<file path="config.mk">
export PLATFORM = sky130hd
export DESIGN_NAME = sabw_divider
export DESIGN_NICKNAME = d
export VERILOG_FILES = /design/src/sv/summed_area_box_window_macros.svh /design/src/sv/sabw_pkg.sv /design/src/sv/sabw_divider.sv
export SDC_FILE = /design/constraint.sdc
export NUM_CORES = 1
export LEC_CHECK = 0
export BUFFER_PORTS_ARGS = -buffer_cell sky130_fd_sc_hd__buf_2
export CORE_MARGIN = 2
export CORE_UTILIZATION = 48
export DETAILED_ROUTE_END_ITERATION = 8
export PLACE_DENSITY = 0.83
export SLEW_MARGIN = 40
export SYNTH_ARGS = -nofsm -noshare
export SYNTH_HDL_FRONTEND = slang
export SYNTH_SLANG_ARGS = --single-unit
</file>
<file path="constraint.sdc">
create_clock -name clock -period 2.7 [get_ports clock]
set_clock_uncertainty 0.15 [all_clocks]
set_input_delay 0.27 -clock clock [delete_from_list [all_inputs] [get_ports clock]]
set_output_delay 0.27 -clock clock [all_outputs]
set_load 0.01 [all_outputs]
</file>
<file path="src/sv/summed_area_box_window_macros.svh">
// Assertion macros shared by the summed-area box window RTL.
`ifndef SUMMED_AREA_BOX_WINDOW_MACROS_SVH
`define SUMMED_AREA_BOX_WINDOW_MACROS_SVH

// Same-cycle implication, sampled on clock, switched off while in reset
`define SABW_ASSERT_IMP(label, ante, cons, msg) \
   label: assert property (@(posedge clock) disable iff (reset) (ante) |-> (cons)) \
      else $error(msg);

// Next-cycle implication, sampled on clock, switched off while in reset
`define SABW_ASSERT_NXT(label, ante, cons, msg) \
   label: assert property (@(posedge clock) disable iff (reset) (ante) |=> (cons)) \
      else $error(msg);

`endif

</file>
<file path="src/sv/sabw_pkg.sv">
// Shared constants, types and helpers of the summed-area box window block.
package sabw_pkg;

   // Grid and sample geometry
   localparam int MAX_ROWS    = 256;
   localparam int MAX_COLS    = 256;
   localparam int SAMPLE_BITS = 16;

   localparam int ROW_BITS = $clog2(MAX_ROWS);
   localparam int COL_BITS = $clog2(MAX_COLS);
   localparam int ADDR_W   = ROW_BITS + COL_BITS;

   // Width for index arithmetic: holds a dimension, a centre plus radius, and a sign spare
   localparam int MAX_DIM = (MAX_ROWS > MAX_COLS) ? MAX_ROWS : MAX_COLS;
   localparam int DIM_LOG = $clog2(MAX_DIM + 1);
   localparam int IDX_W   = ((DIM_LOG > 9) ? DIM_LOG : 9) + 1;

   // Field and register widths
   localparam int SUM_W      = 33;
   localparam int MEAN_W     = 32;
   localparam int FRAC_BITS  = 16;
   localparam int THR_W      = 16;
   localparam int RAD_W      = 8;
   localparam int DIM_W      = 9;
   localparam int POS_W      = 8;
   localparam int CSR_DATA_W = 16;
   localparam int CSR_IDX_W  = 3;

   // Running column sum holds up to MAX_ROWS samples
   localparam int CRS_W = SAMPLE_BITS + ROW_BITS;

   // Window area and divider widths
   localparam int SIDE_W = RAD_W + 1;
   localparam int SQ_W   = 2 * SIDE_W;
   localparam int DIVD_W = SUM_W + FRAC_BITS;

   // Register indexes of the configuration port
   localparam logic [CSR_IDX_W-1:0] CSR_BINARIZE  = CSR_IDX_W'(0);
   localparam logic [CSR_IDX_W-1:0] CSR_THRESHOLD = CSR_IDX_W'(1);
   localparam logic [CSR_IDX_W-1:0] CSR_RADIUS    = CSR_IDX_W'(2);
   localparam logic [CSR_IDX_W-1:0] CSR_ROWS_USED = CSR_IDX_W'(3);
   localparam logic [CSR_IDX_W-1:0] CSR_COLS_USED = CSR_IDX_W'(4);

   // Input function codes
   localparam logic FUNC_LOAD  = 1'b0;
   localparam logic FUNC_QUERY = 1'b1;

   // Table write and read port bundles
   typedef struct packed {
      logic              en;
      logic [ADDR_W-1:0] addr;
      logic [SUM_W-1:0]  data;
   } tab_wr_type;

   typedef struct packed {
      logic              en;
      logic [ADDR_W-1:0] addr;
   } tab_rd_type;

   // Divider request and response bundles
   typedef struct packed {
      logic              start;
      logic [DIVD_W-1:0] dividend;
      logic [SQ_W-1:0]   divisor;
   } div_req_type;

   typedef struct packed {
      logic              done;
      logic [DIVD_W-1:0] quotient;
   } div_rsp_type;

   // A dimension register of 0 acts as 1, above the maximum acts as the maximum
   function automatic logic [IDX_W-1:0] clamp_dim(input logic [DIM_W-1:0] v,
                                                  input logic [IDX_W-1:0] max_v);
      logic [IDX_W-1:0] ext;
      ext = IDX_W'(v);
      if (v == '0) begin
         return IDX_W'(1);
      end else if (ext > max_v) begin
         return max_v;
      end else begin
         return ext;
      end
   endfunction

endpackage

</file>
<file path="src/sv/sabw_divider.sv">
// Radix-2 restoring divider, one quotient bit per cycle.
module sabw_divider
   import sabw_pkg::*;
(
   input  logic        clock,
   input  logic        reset,
   input  div_req_type req,
   output div_rsp_type rsp
);

   localparam int STEP_W = $clog2(DIVD_W);
   localparam logic [STEP_W-1:0] LAST_STEP = STEP_W'(DIVD_W - 1);

   logic              busy_ff, busy_in;
   logic              done_ff, done_in;
   logic [STEP_W-1:0] cnt_ff, cnt_in;
   logic [SQ_W-1:0]   rem_ff, rem_in;
   logic [SQ_W-1:0]   den_ff, den_in;
   logic [DIVD_W-1:0] num_ff, num_in;

   logic [SQ_W:0] shifted;
   logic [SQ_W:0] trial;

   // One shift-subtract step; dividend bits leave at the top, quotient bits enter below
   always_comb begin
      shifted = {rem_ff, num_ff[DIVD_W-1]};
      trial   = shifted - {1'b0, den_ff};
      busy_in = busy_ff;
      done_in = 1'b0;
      cnt_in  = cnt_ff;
      rem_in  = rem_ff;
      den_in  = den_ff;
      num_in  = num_ff;
      if (req.start) begin
         busy_in = 1'b1;
         cnt_in  = '0;
         rem_in  = '0;
         den_in  = req.divisor;
         num_in  = req.dividend;
      end else if (busy_ff) begin
         if (!trial[SQ_W]) begin
            rem_in = trial[SQ_W-1:0];
            num_in = {num_ff[DIVD_W-2:0], 1'b1};
         end else begin
            rem_in = shifted[SQ_W-1:0];
            num_in = {num_ff[DIVD_W-2:0], 1'b0};
         end
         cnt_in = cnt_ff + 1'b1;
         if (cnt_ff == LAST_STEP) begin
            busy_in = 1'b0;
            done_in = 1'b1;
         end
      end
   end

   // Control state
   always_ff @(posedge clock) begin
      if (reset) begin
         busy_ff <= 1'b0;
         done_ff <= 1'b0;
         cnt_ff  <= '0;
      end else begin
         busy_ff <= busy_in;
         done_ff <= done_in;
         cnt_ff  <= cnt_in;
      end
   end

   // Datapath
   always_ff @(posedge clock) begin
      rem_ff <= rem_in;
      den_ff <= den_in;
      num_ff <= num_in;
   end

   assign rsp.done     = done_ff;
   assign rsp.quotient = num_ff;

endmodule

</file>
### After elaboration in Yosys (flattened, before gate mapping)

Cells that the tools add are included.

* register bits after elaboration: 93
* output and inout bits: 50
* logic and storage cells: 21

* add/subtract/negate cells: 2
* equality and inequality tests: 1
* muxes and demuxes: 8
* bitwise logic cells: 1
* reduce and logical (&&, ||, !) cells: 3

Operator list (number)
* $mux 49: 2
* $sub 19x18->19: 1
* $mux 18: 1
* $add 6x1->6 const B: 1
* $eq 6x6->1 const B: 1
* $mux 1: 5
* $reduce_or 3->1: 1
* $reduce_bool 2->1: 1
* $reduce_or 2->1: 1
* $not 1->1: 1

### Longest topological paths before layout

Gate-level depths: netlist (run 1).

* depth in word-level cells: 4
* depth in mapped cells: 12
* gate-level depth less buffers: 11

### Least setup slack after synthesis (run 1)

No wires, ideal clock.

* kind: register -> register
* start: reg num_ff[48]
* end: reg rem_ff[15]
* arrival time: 2.866 ns
* slack: -0.378 ns
* cell stages (with the launch flop): 12
* buffers on the path: 0
* period minus slack after synthesis: 3.078 ns
* cell sequence: edfxtp_1 -> inv_1 -> ha_1 -> inv_1 -> fa_1 -> a21o_1 -> a221oi_4 -> o211ai_4 -> a2111oi_4 -> nor3_2 -> or4_1 -> nand3_1

* word-level cells in the longest chain between the ends: 2

Ends and longest elaborated chain
* start: declaration: line sabw_divider.sv:19 `logic [DIVD_W-1:0] num_ff, num_in;`
* start signal: assignment: line sabw_divider.sv:73 `num_ff <= num_in;`
* $sub 19x18->19: line sabw_divider.sv:27 `trial = shifted - {1'b0, den_ff};`
* $mux 18: line sabw_divider.sv:41 `if (!trial[SQ_W]) begin`
* end signal: assignment: line sabw_divider.sv:71 `rem_ff <= rem_in;`
* end: declaration: line sabw_divider.sv:17 `logic [SQ_W-1:0] rem_ff, rem_in;`

No other way between the ends.
A chain may end at the register's enable or synchronous reset.

### Worst setup path after layout (run 1)

* start: reg num_ff[48]
* end: reg rem_ff[0]

* word-level cells in the longest chain between the ends: 2

Ends and longest elaborated chain (line)
* $sub 19x18->19: sabw_divider.sv:27
* $mux 18 (*): sabw_divider.sv:41

Every way passes the cells marked *; elsewhere a longest branch is shown, timed or not.

==> results of run 1 <==
==> synth_stat cells, types with 2 or more instances <==
master    instances
a211oi_1         12
a21boi_0          2
a21o_1            7
a21oi_1          13
and3_1            2
buf_6             2
clkbuf_1         16
dfxtp_1          26
edfxtp_1         67
ha_1             20
inv_1            27
mux2_2           48
mux2i_1          15
nand2_1          19
nand2b_1          4
nand3_1           8
nand4_1           5
nor2_1           32
nor2b_1           2
nor3_1            3
nor4_1            2
o21a_1            3
o21ai_0           6
o21ai_1           6
o21bai_1          3
o31ai_1           5
xnor2_1          12
xor2_1            5
==> power breakdown <==
part	internal, mW	total, mW	switching [mW]
Clock	0.459	0.976	0.517
Sequential	1.67	1.74	0.0691
Combinational	0.368	0.737	0.369
Total	2.50	3.45	0.955
==> state kept, by name, indices dropped and copies added, names as in the netlist <==
signal	cells
num_ff	49
den_ff	18
rem_ff	18
cnt_ff	6
busy_ff	1
done_ff	1
==> stage by stage <==
step,power [mW],TNS (ps),cells,instance area (um^2),hold slack (ps)
2_1_floorplan,2.19,-4330,396,4800,192
3_3_place_gp,2.42,-4280,651,5650,294
3_5_place_dp,2.45,-5810,651,5650,297
4_1_cts,3.45,-4170,691,6110,40.2
5_1_grt,3.60,-6750,697,6170,37.7
6_report,3.45,-4490,697,6170,52.5
==> worst max path at each step <==
| stage | cells past startpoint | end |
|---|---|---|
| 4_1_cts | 12 | rem_ff[0] |
| 3_5_place_dp | 12 | rem_ff[4] |
| 5_1_grt | 12 | rem_ff[4] |
| 6_report | 12 | rem_ff[0] |
| 2_1_floorplan | 12 | rem_ff[17] |
| 3_3_place_gp | 12 | rem_ff[3] |
==> cells by family (layout without fill, tap and decap cells) <==
logic type,Yosys count,after routing,synth area share (%)
XOR/XNOR,17,17,3.12
multiplexers,64,64,14.7
buffers and inverters,46,214,4.01
adder cells (fa/ha/maj),21,21,5.66
flip-flops,93,93,53.1
AO/OA/AOI/OAI,69,69,10.8
AND/OR/NAND/NOR,86,86,8.62
==> worst max-delay path, cell delays in order (launching register included) <==
cell and delay (ps):
edfxtp_1 420, inv_2 100, ha_4 140, inv_2 30, fa_2 330, a21o_1 210
a221oi_4 330, o211ai_4 130, a2111oi_4 390, nor3_4 110, buf_6 160, mux2_4 290
o21ai_2 130
==> cell type report <==
class | count | area (um^2) | area share [%]
clock buffer | 10 | 138 | 2.23
clock inverter | 6 | 67.6 | 1.10
inverter | 27 | 101 | 1.64
multi-input combinational | 257 | 2100 | 34.0
sequential | 93 | 2530 | 41.1
tap | 133 | 166 | 2.70
timing repair buffer | 171 | 1060 | 17.2
==> layer usage <==
metal / routed length [um] / global-route usage, % / vias up
met5: 0 / 0 / -
met1: 4370 / 24.2 / 1749
met3: 851 / 5.92 / 20
met2: 5680 / 37.2 / 156
li1: - / - / 1781
met4: 188 / 6.95 / 0
==> what timing repair did <==
item	CTS	global route
resized for setup	6	3
hold buffers	19	0
pin swaps	9	2
endpoints found under the setup margin	19	19
setup buffers	6	6
endpoints found under the hold margin	19	0
==> metrics.cfg, run 1 <==
[setup_path]
reg2reg_slack_ps=-300
required_ps=2840
r2r-end=rem_ff[0]
crit_start=num_ff[48]
cp_data_arrival_time_ps=3140
setup.worst_path.start_class=flip-flop
r2r_cells=12
rr_startpoint=num_ff[48]
cp-end-kind=flip-flop
critPathMaxFanout=5
path_class=flip-flop to flip-flop

[detailed_routing]
drc=0
vias=3706
via_per_inst=5.32
avgRoutedWirePerCell_um=15.9
totalWireLength_um=11100
first_pass_iters=7
final_antenna_net_count=0
drt-initial-drc-count=230

[global_route]
antenna_found_initial=0
grt_usage_pct=20.9
grt_max_degree=50
first_global_vias=3923
grt_first_pass_wirelength_um=18200
gr-total-overflow=0

[power_and_ir_drop]
p_per_area_mw_per_mm2=560
p_leak_nw=2.68
vdd_drop_max_mv=0.414

[logic_synthesis]
synth.area.top_cells=edfxtp_1 42%, mux2_2 11%, dfxtp_1 11%, ha_1 5.2%, mux2i_1 3.1%
synth-seq-cells=93
synth-edff-count=67
yosysSeqAreaShare_pct=53.1
ys.flop_type=edfxtp_1
synth.distinct_cells=52
synthDominantCellAreaShare_pct=42.1
syn_nets=487
yosysWarnings=0
synth_area_mm2=0.00477
async_flop_share_pct=0
yosysTopAreaCell=edfxtp_1
synth_area_per_cell_um2=12.1
synthCells=396

[clocking]
htreeDepth=3
cts_tree=yes
clk_pin_slew_worst_paths_ps=100
clock_path_buffers=2
cts_num_sinks=93
cts_buffers=9
clock_latency_ps=360
cts-root-buf=clkbuf_8

[timing]
layout_min_cycle_time_ps=3000
final-setup-viol-count=19
rsz0062_at_grt=yes
tightest_slew_ps=671
hold_viol_final=0
relSlewSlack_pct=55.1
finalCritPeriodShare_pct=111
max_freq_ghz=0.334
layout_setup_ws_ps=-298
drv_slew=0

[placement]
numPortBuffers=119
gp_congestion=0.880
dp_worst_setup_slack_ps=-394
hpwl_um=8090

[floorplanning]
die_area_mm2=0.0108
die_height_um=104
die_x_um=104
fp.coreArea_mm2=0.00973
ios=120
start_util_pct=49.1
num_rows=36

[cells_and_area]
layout-drive-gt1-share_pct=41.5
diodes=0
fin_util_pct=63.4
final_cell_mix=118 x buf_2, 67 x edfxtp_1, 48 x mux2_2
area_growth_pct=29.2
n_fill_cell=797
mostFrequentLayoutCell=buf_2
nets=650

[flow_run]
maxCapViolations=0

[min_path]
hold_path_class=input port to flip-flop
hold_start=req[33]
holdPathStages=2
holdPathEnd=num_ff[15]

[run_status]
violations=negative setup slack
status=finished with violations

Note: power is estimated with default switching activity, not from simulation.
==> run 2: changes to the inputs <==
--- a/config.mk
+++ b/config.mk
@@ -7,10 +7,11 @@
 export LEC_CHECK = 0
 export BUFFER_PORTS_ARGS = -buffer_cell sky130_fd_sc_hd__buf_2
 export CORE_MARGIN = 2
-export CORE_UTILIZATION = 48
+export CORE_UTILIZATION = 50
 export DETAILED_ROUTE_END_ITERATION = 8
 export PLACE_DENSITY = 0.83
 export SLEW_MARGIN = 40
 export SYNTH_ARGS = -nofsm -noshare
 export SYNTH_HDL_FRONTEND = slang
 export SYNTH_SLANG_ARGS = --single-unit
+export TNS_END_PERCENT = 5
==> constraint.sdc (replaced) <==
create_clock -name clock -period 3.2 [get_ports clock]
set_clock_uncertainty 0.15 [all_clocks]
set_input_delay 0.32 -clock clock [delete_from_list [all_inputs] [get_ports clock]]
set_output_delay 0.32 -clock clock [all_outputs]
set_load 0.01 [all_outputs]
==> run 2 against run 1 <==
Against the previous run: the run now ends clean; critical endpoint unchanged; setup slack better by 370 ps; non-clock buffer count decreased by 19; flip-flop and latch count is the same.
==> metrics.cfg, run 2 (same netlist as run 1, synthesis figures left out) <==
[detailed_routing]
avgRoutedWirePerCell_um=16.1  ; was 15.9 um
drc=0  ; unchanged
totalWireLength_um=10800  ; was 11100 um
drt-initial-drc-count=163  ; was 230
via_per_inst=5.32  ; about the same
final_antenna_net_count=0  ; unchanged
first_pass_iters=4  ; was 7
vias=3587  ; was 3706

[cells_and_area]
regMostFlops=num_ff  ; unchanged
diodes=0  ; unchanged
layout-drive-gt1-share_pct=39.3  ; was 41.5%
final_cell_mix=119 x buf_2, 67 x edfxtp_1, 48 x mux2_2  ; was 118 x buf_2, 67 x edfxtp_1, 48 x mux2_2
nets=631  ; was 650
area_growth_pct=26.1  ; was 29.2%
mostFrequentLayoutCell=buf_2  ; unchanged
reg_top3=num_ff: 49 flops, den_ff: 18 flops, rem_ff: 18 flops  ; unchanged
final_cells=674  ; was 697
largest_register_ffs=49  ; unchanged

[floorplanning]
num_rows=35  ; was 36
start_util_pct=51.7  ; was 49.1%
die_height_um=102  ; was 104 um
die_x_um=102  ; was 104 um
ios=120  ; unchanged
die_area_mm2=0.0103  ; was 0.0108 mm^2
fp.coreArea_mm2=0.00924  ; was 0.00973 mm^2

[clocking]
cts_num_sinks=93  ; unchanged
clk_pin_slew_worst_paths_ps=100  ; about the same
clock_latency_ps=370  ; was 360 ps
cts_buffers=9  ; unchanged
clock_path_buffers=2  ; unchanged
cts_tree=yes  ; unchanged
cts-root-buf=clkbuf_8  ; unchanged
htreeDepth=3  ; unchanged

[setup_path]
critPathMaxFanout=7  ; was 5
r2r_cells=12  ; unchanged
required_ps=3350  ; was 2840 ps
rr_startpoint=num_ff[48]  ; unchanged
cp-end-kind=flip-flop  ; unchanged
crit_start=num_ff[48]  ; unchanged
path_class=flip-flop to flip-flop  ; unchanged
cp_data_arrival_time_ps=3280  ; was 3140 ps
setup.worst_path.start_class=flip-flop  ; unchanged

[placement]
numPortBuffers=119  ; unchanged
placed_cells=633  ; was 651
gp_congestion=0.828  ; was 0.880
hpwl_um=7700  ; was 8090 um

[power_and_ir_drop]
clock_power_share_pct=30.3  ; was 28.2%
p_comb_share_pct=20.1  ; was 21.3%
netSwitchingFraction_pct=27.3  ; was 27.7%
vdd_drop_max_mv=0.308  ; was 0.414 mV
p_int_mw=2.15  ; was 2.50 mW
seq_power_share_pct=49.6  ; was 50.4%
p_per_area_mw_per_mm2=491  ; was 560 mW/mm^2
switching_power_uw=806  ; was 955 uW
p_leak_nw=2.58  ; was 2.68 nW

[timing]
drv_slew=0  ; unchanged
max_freq_ghz=0.320  ; was 0.334 GHz
rsz0062_at_grt=yes  ; unchanged
finalCritPeriodShare_pct=97.8  ; was 111%
layout_min_cycle_time_ps=3130  ; was 3000 ps
final-setup-viol-count=0  ; was 19
fin_tns_setup_ps=0  ; was -4490 ps
hold_viol_final=0  ; unchanged
relSlewSlack_pct=50.6  ; was 55.1%
tightest_slew_ps=738  ; was 671 ps

[flow_run]
maxCapViolations=0  ; unchanged

[min_path]
holdPathStages=2  ; unchanged
hold_start=req[49]  ; was req[33]
hold_path_class=input port to flip-flop  ; unchanged

[global_route]
grt_max_degree=57  ; was 50
grt_first_pass_wirelength_um=17300  ; was 18200 um
antenna_found_initial=0  ; unchanged
grt_usage_pct=21.5  ; was 20.9%
first_global_vias=3660  ; was 3923
gr-total-overflow=0  ; unchanged

[run_status]
status=completed  ; was finished with violations

## run 2: power by group through the flow
stage	sequential (mW)	clock [mW]	combinational, mW
after global routing	1.48	0.943	0.650
final	1.47	0.895	0.592
after global placement	1.49	0	0.527
after floorplan	1.51	0	0.326
after detailed placement	1.49	0	0.549
after CTS	1.47	0.903	0.570
## run 2: through the flow
stage | total power, mW | area (um^2) | utilization [%] | setup slack (ps) | hold WS, ps
after floorplan | 1.84 | 4770 | - | 122 | 242
after global placement | 2.01 | 5510 | 59.6 | 105 | 316
after detailed placement | 2.04 | 5510 | 59.6 | -23.1 | 329
after CTS | 2.94 | 5930 | 64.2 | 10.4 | 85.7
after global routing | 3.07 | 6020 | 65.1 | -79.7 | 90.8
final | 2.95 | 6020 | 65.1 | 71.7 | 98.0
## run 2: cell type report
cell class | count | area [um^2]
Sequential cell | 93 | 2530
Inverter | 27 | 104
Tap cell | 129 | 161
Multi-Input combinational cell | 257 | 2090
Clock buffer | 9 | 124
Clock inverter | 7 | 104
Fill cell | 699 | 3220
Timing Repair Buffer | 152 | 898
## run 2: final timing paths
kind	end	slack (ps)
setup / recovery	rem_ff[0]	70
setup reg to reg	rem_ff[0]	70
hold reg to reg	rem_ff[2]	340
hold / removal	num_ff[31]	100
## run 2: worst max-delay path, cell delays in order (launching register included)
cell and delay (ps):
edfxtp_1 430, inv_2 100, ha_4 130, inv_2 40
fa_2 360, a21o_1 230, a221oi_4 300, o211ai_4 140
o21a_1 220, nor3_4 360, buf_6 200, mux2_4 300
o21ai_2 100
## run 2: routing by layer
layer	share of wire, %	GRT usage (%)	up-vias
met1	40	26.0	1690
met2	50	36.6	132
li1	-	-	1744
met4	2.2	7.07	0
met3	7.1	6.76	21
met5	0	0	-
## run 2: what timing repair did
item / in CTS / in global routing
resized for setup: 0 / 12
buffers inserted: 0 / 5
pin swaps: 2 / 12
endpoints found under the hold margin: 19 / 0
setup endpoints to repair: 2 / 16
hold buffers: 19 / 0
gates cloned: 0 / 1
==> run 3: changes to the inputs <==
--- a/config.mk
+++ b/config.mk
@@ -6,10 +6,13 @@
 export NUM_CORES = 1
 export LEC_CHECK = 0
 export BUFFER_PORTS_ARGS = -buffer_cell sky130_fd_sc_hd__buf_2
+export CAP_MARGIN = 20
+export CELL_PAD_IN_SITES_DETAIL_PLACEMENT = 2
+export CELL_PAD_IN_SITES_GLOBAL_PLACEMENT = 2
 export CORE_MARGIN = 2
-export CORE_UTILIZATION = 50
+export CORE_UTILIZATION = 35
 export DETAILED_ROUTE_END_ITERATION = 8
-export PLACE_DENSITY = 0.83
+export PLACE_DENSITY = 0.88
 export SLEW_MARGIN = 40
 export SYNTH_ARGS = -nofsm -noshare
 export SYNTH_HDL_FRONTEND = slang
==> run 3 against run 2 <==
Against the previous run: sequential power about the same; combinational power increased by 9.5%; setup slack worse by 19 ps; highest routed layer unchanged; cell area increased by 2.9%; routed wire length increased by 50%; critical path depth did not move; die area grew 41%; clock-buffer cell count increased by 3; critical endpoint unchanged.
==> metrics.cfg, run 3 (same netlist as run 1, synthesis figures left out) <==
[timing]
finalCritPeriodShare_pct=98.4  ; was 97.8%
tightest_slew_ps=743  ; was 738 ps
layout_min_cycle_time_ps=3150  ; was 3130 ps
drv_slew=0  ; unchanged
max_freq_ghz=0.318  ; was 0.320 GHz
relSlewSlack_pct=50.5  ; was 50.6%
hold_viol_final=0  ; unchanged
rsz0062_at_grt=yes  ; unchanged
final-setup-viol-count=0  ; unchanged

[setup_path]
required_ps=3330  ; was 3350 ps
cp-end-kind=flip-flop  ; unchanged
r2r_cells=12  ; unchanged
critPathMaxFanout=5  ; was 7
setup.worst_path.start_class=flip-flop  ; unchanged
path_class=flip-flop to flip-flop  ; unchanged
rr_startpoint=num_ff[48]  ; unchanged
reg2reg_slack_ps=50  ; was 70 ps
r2r-end=rem_ff[0]  ; unchanged
cp_data_arrival_time_ps=3280  ; about the same

[cells_and_area]
nets=632  ; was 631
largest_register_ffs=49  ; unchanged
final_cells=723  ; was 674
area_growth_pct=29.7  ; was 26.1%
layout-drive-gt1-share_pct=39.7  ; was 39.3%
reg_top3=num_ff: 49 flops, den_ff: 18 flops, rem_ff: 18 flops  ; unchanged
regMostFlops=num_ff  ; unchanged
postLayoutCellArea_mm2=0.00619  ; was 0.00602 mm^2
final_cell_mix=118 x buf_2, 67 x edfxtp_1, 48 x mux2_2  ; was 119 x buf_2, 67 x edfxtp_1, 48 x mux2_2
mostFrequentLayoutCell=buf_2  ; unchanged

[detailed_routing]
final_antenna_net_count=0  ; unchanged
totalWireLength_um=16300  ; was 10800 um
first_pass_iters=4  ; unchanged
drt-initial-drc-count=164  ; was 163
via_per_inst=5.26  ; was 5.32
avgRoutedWirePerCell_um=22.5  ; was 16.1 um
vias=3803  ; was 3587
drc=0  ; unchanged

[floorplanning]
die_x_um=121  ; was 102 um
die_area_mm2=0.0146  ; was 0.0103 mm^2
die_height_um=121  ; was 102 um
ios=120  ; unchanged
fp.coreArea_mm2=0.0133  ; was 0.00924 mm^2
num_rows=42  ; was 35
start_util_pct=35.9  ; was 51.7%

[power_and_ir_drop]
p_int_mw=2.36  ; was 2.15 mW
p_comb_share_pct=19.8  ; was 20.1%
vdd_drop_max_mv=0.339  ; was 0.308 mV
seq_power_share_pct=45.2  ; was 49.6%
clock_power_share_pct=35.0  ; was 30.3%
netSwitchingFraction_pct=28.0  ; was 27.3%
p_leak_nw=2.64  ; was 2.58 nW
p_per_area_mw_per_mm2=529  ; was 491 mW/mm^2
switching_power_uw=919  ; was 806 uW

[min_path]
holdPathStages=1  ; was 2
hold_start=req[0]  ; was req[49]
hold_path_class=input port to flip-flop  ; unchanged
holdPathEnd=den_ff[0]  ; was num_ff[31]

[clocking]
cts_buffers=9  ; unchanged
clk_pin_slew_worst_paths_ps=70  ; was 100 ps
htreeDepth=3  ; unchanged
cts_num_sinks=93  ; unchanged
clock_latency_ps=360  ; was 370 ps
clock_path_buffers=2  ; unchanged
cts_tree=yes  ; unchanged
cts-root-buf=clkbuf_16  ; was clkbuf_8

[placement]
hpwl_um=10700  ; was 7700 um
dpl-instance-area_mm2=0.00558  ; was 0.00551 mm^2
gp_congestion=0.828  ; about the same
placed_cells=681  ; was 633
numPortBuffers=119  ; unchanged

[global_route]
met1_usage_pct=25.3  ; was 26.0%
grt_first_pass_wirelength_um=24900  ; was 17300 um
top_usage_layer=met2  ; unchanged
first_global_vias=4278  ; was 3660
grt_usage_pct=22.9  ; was 21.5%
antenna_found_initial=1  ; was 0
grt_use_met3_pct=8.73  ; was 6.76%
grt_max_degree=54  ; was 57
gr-total-overflow=0  ; unchanged
use_met2_pct=40.3  ; was 36.6%

[run_status]
status=completed  ; unchanged

[flow_run]
maxCapViolations=0  ; unchanged

run 3: cell types whose count changed in the layout (fill, tap and decap cells not counted), sizes merged, moves of 2 or more:
cell and change:
clkinvlp -2, inv -2, clkbuf +3, buf +2, clkinv +2
run 3: critical path, stage by stage (launching register included):
cell and delay, ps:
edfxtp_1 410, inv_2 90, ha_4 130, inv_2 40
fa_2 360, a21o_1 230, a221oi_4 320, o211ai_4 140
o21a_1 230, nor3_4 350, buf_6 170, mux2_4 300
o21ai_2 150
run 3: how the worst max path moves through the flow:
stage	slack [ps]	start	to	depth (start not counted)
finish	50	num_ff[48]	rem_ff[0]	12
global route	-90	num_ff[48]	rem_ff[16]	13
CTS	3	num_ff[48]	rem_ff[0]	12
detailed placement	-30	num_ff[48]	rem_ff[0]	12
global placement	70	num_ff[48]	rem_ff[15]	11
floorplan	120	num_ff[48]	rem_ff[15]	11
run 3: through the flow:
stage	TNS, ps	total power, mW	setup WS [ps]	hold WS [ps]	util (%)
final	0	3.28	52.6	18.5	46.6
after global routing	-837	3.40	-86.4	4.69	46.5
after CTS	0	3.27	2.60	7.03	45.8
after detailed placement	-30.7	2.08	-30.4	344	42.0
after global placement	0	2.03	72.5	321	41.9
after floorplan	0	1.84	122	242	-
run 3: power groups by stage:
stage	clock network, mW	logic, mW	registers [mW]
after global placement	0	0.547	1.49
after floorplan	0	0.326	1.51
after global routing	1.20	0.703	1.49
after detailed placement	0	0.582	1.50
after CTS	1.17	0.622	1.48
final	1.15	0.648	1.48
run 3: final cells by class:
class | instances | area, um^2
Antenna cell | 1 | 2.50
Clock buffer | 12 | 256
Sequential cell | 93 | 2530
Multi-Input combinational cell | 257 | 2110
Tap cell | 176 | 220
Inverter | 27 | 104
Fill cell | 1318 | 7100
Timing Repair Buffer | 153 | 910
Clock inverter | 4 | 56.3
run 3: repair_timing:
item                       in CTS  in global routing
buffers inserted                2                  5
hold endpoints to repair       18                  0
resized for setup               0                 17
pin swaps                       4                 12
gates cloned                    0                  0
setup endpoints to repair       9                 15
hold buffers                   18                  0
run 3: metal layers:
layer / vias up / wire (um)
met5: - / 0
li1: 1753 / -
met3: 24 / 1280
met4: 0 / 319
met2: 124 / 8440
met1: 1902 / 6240
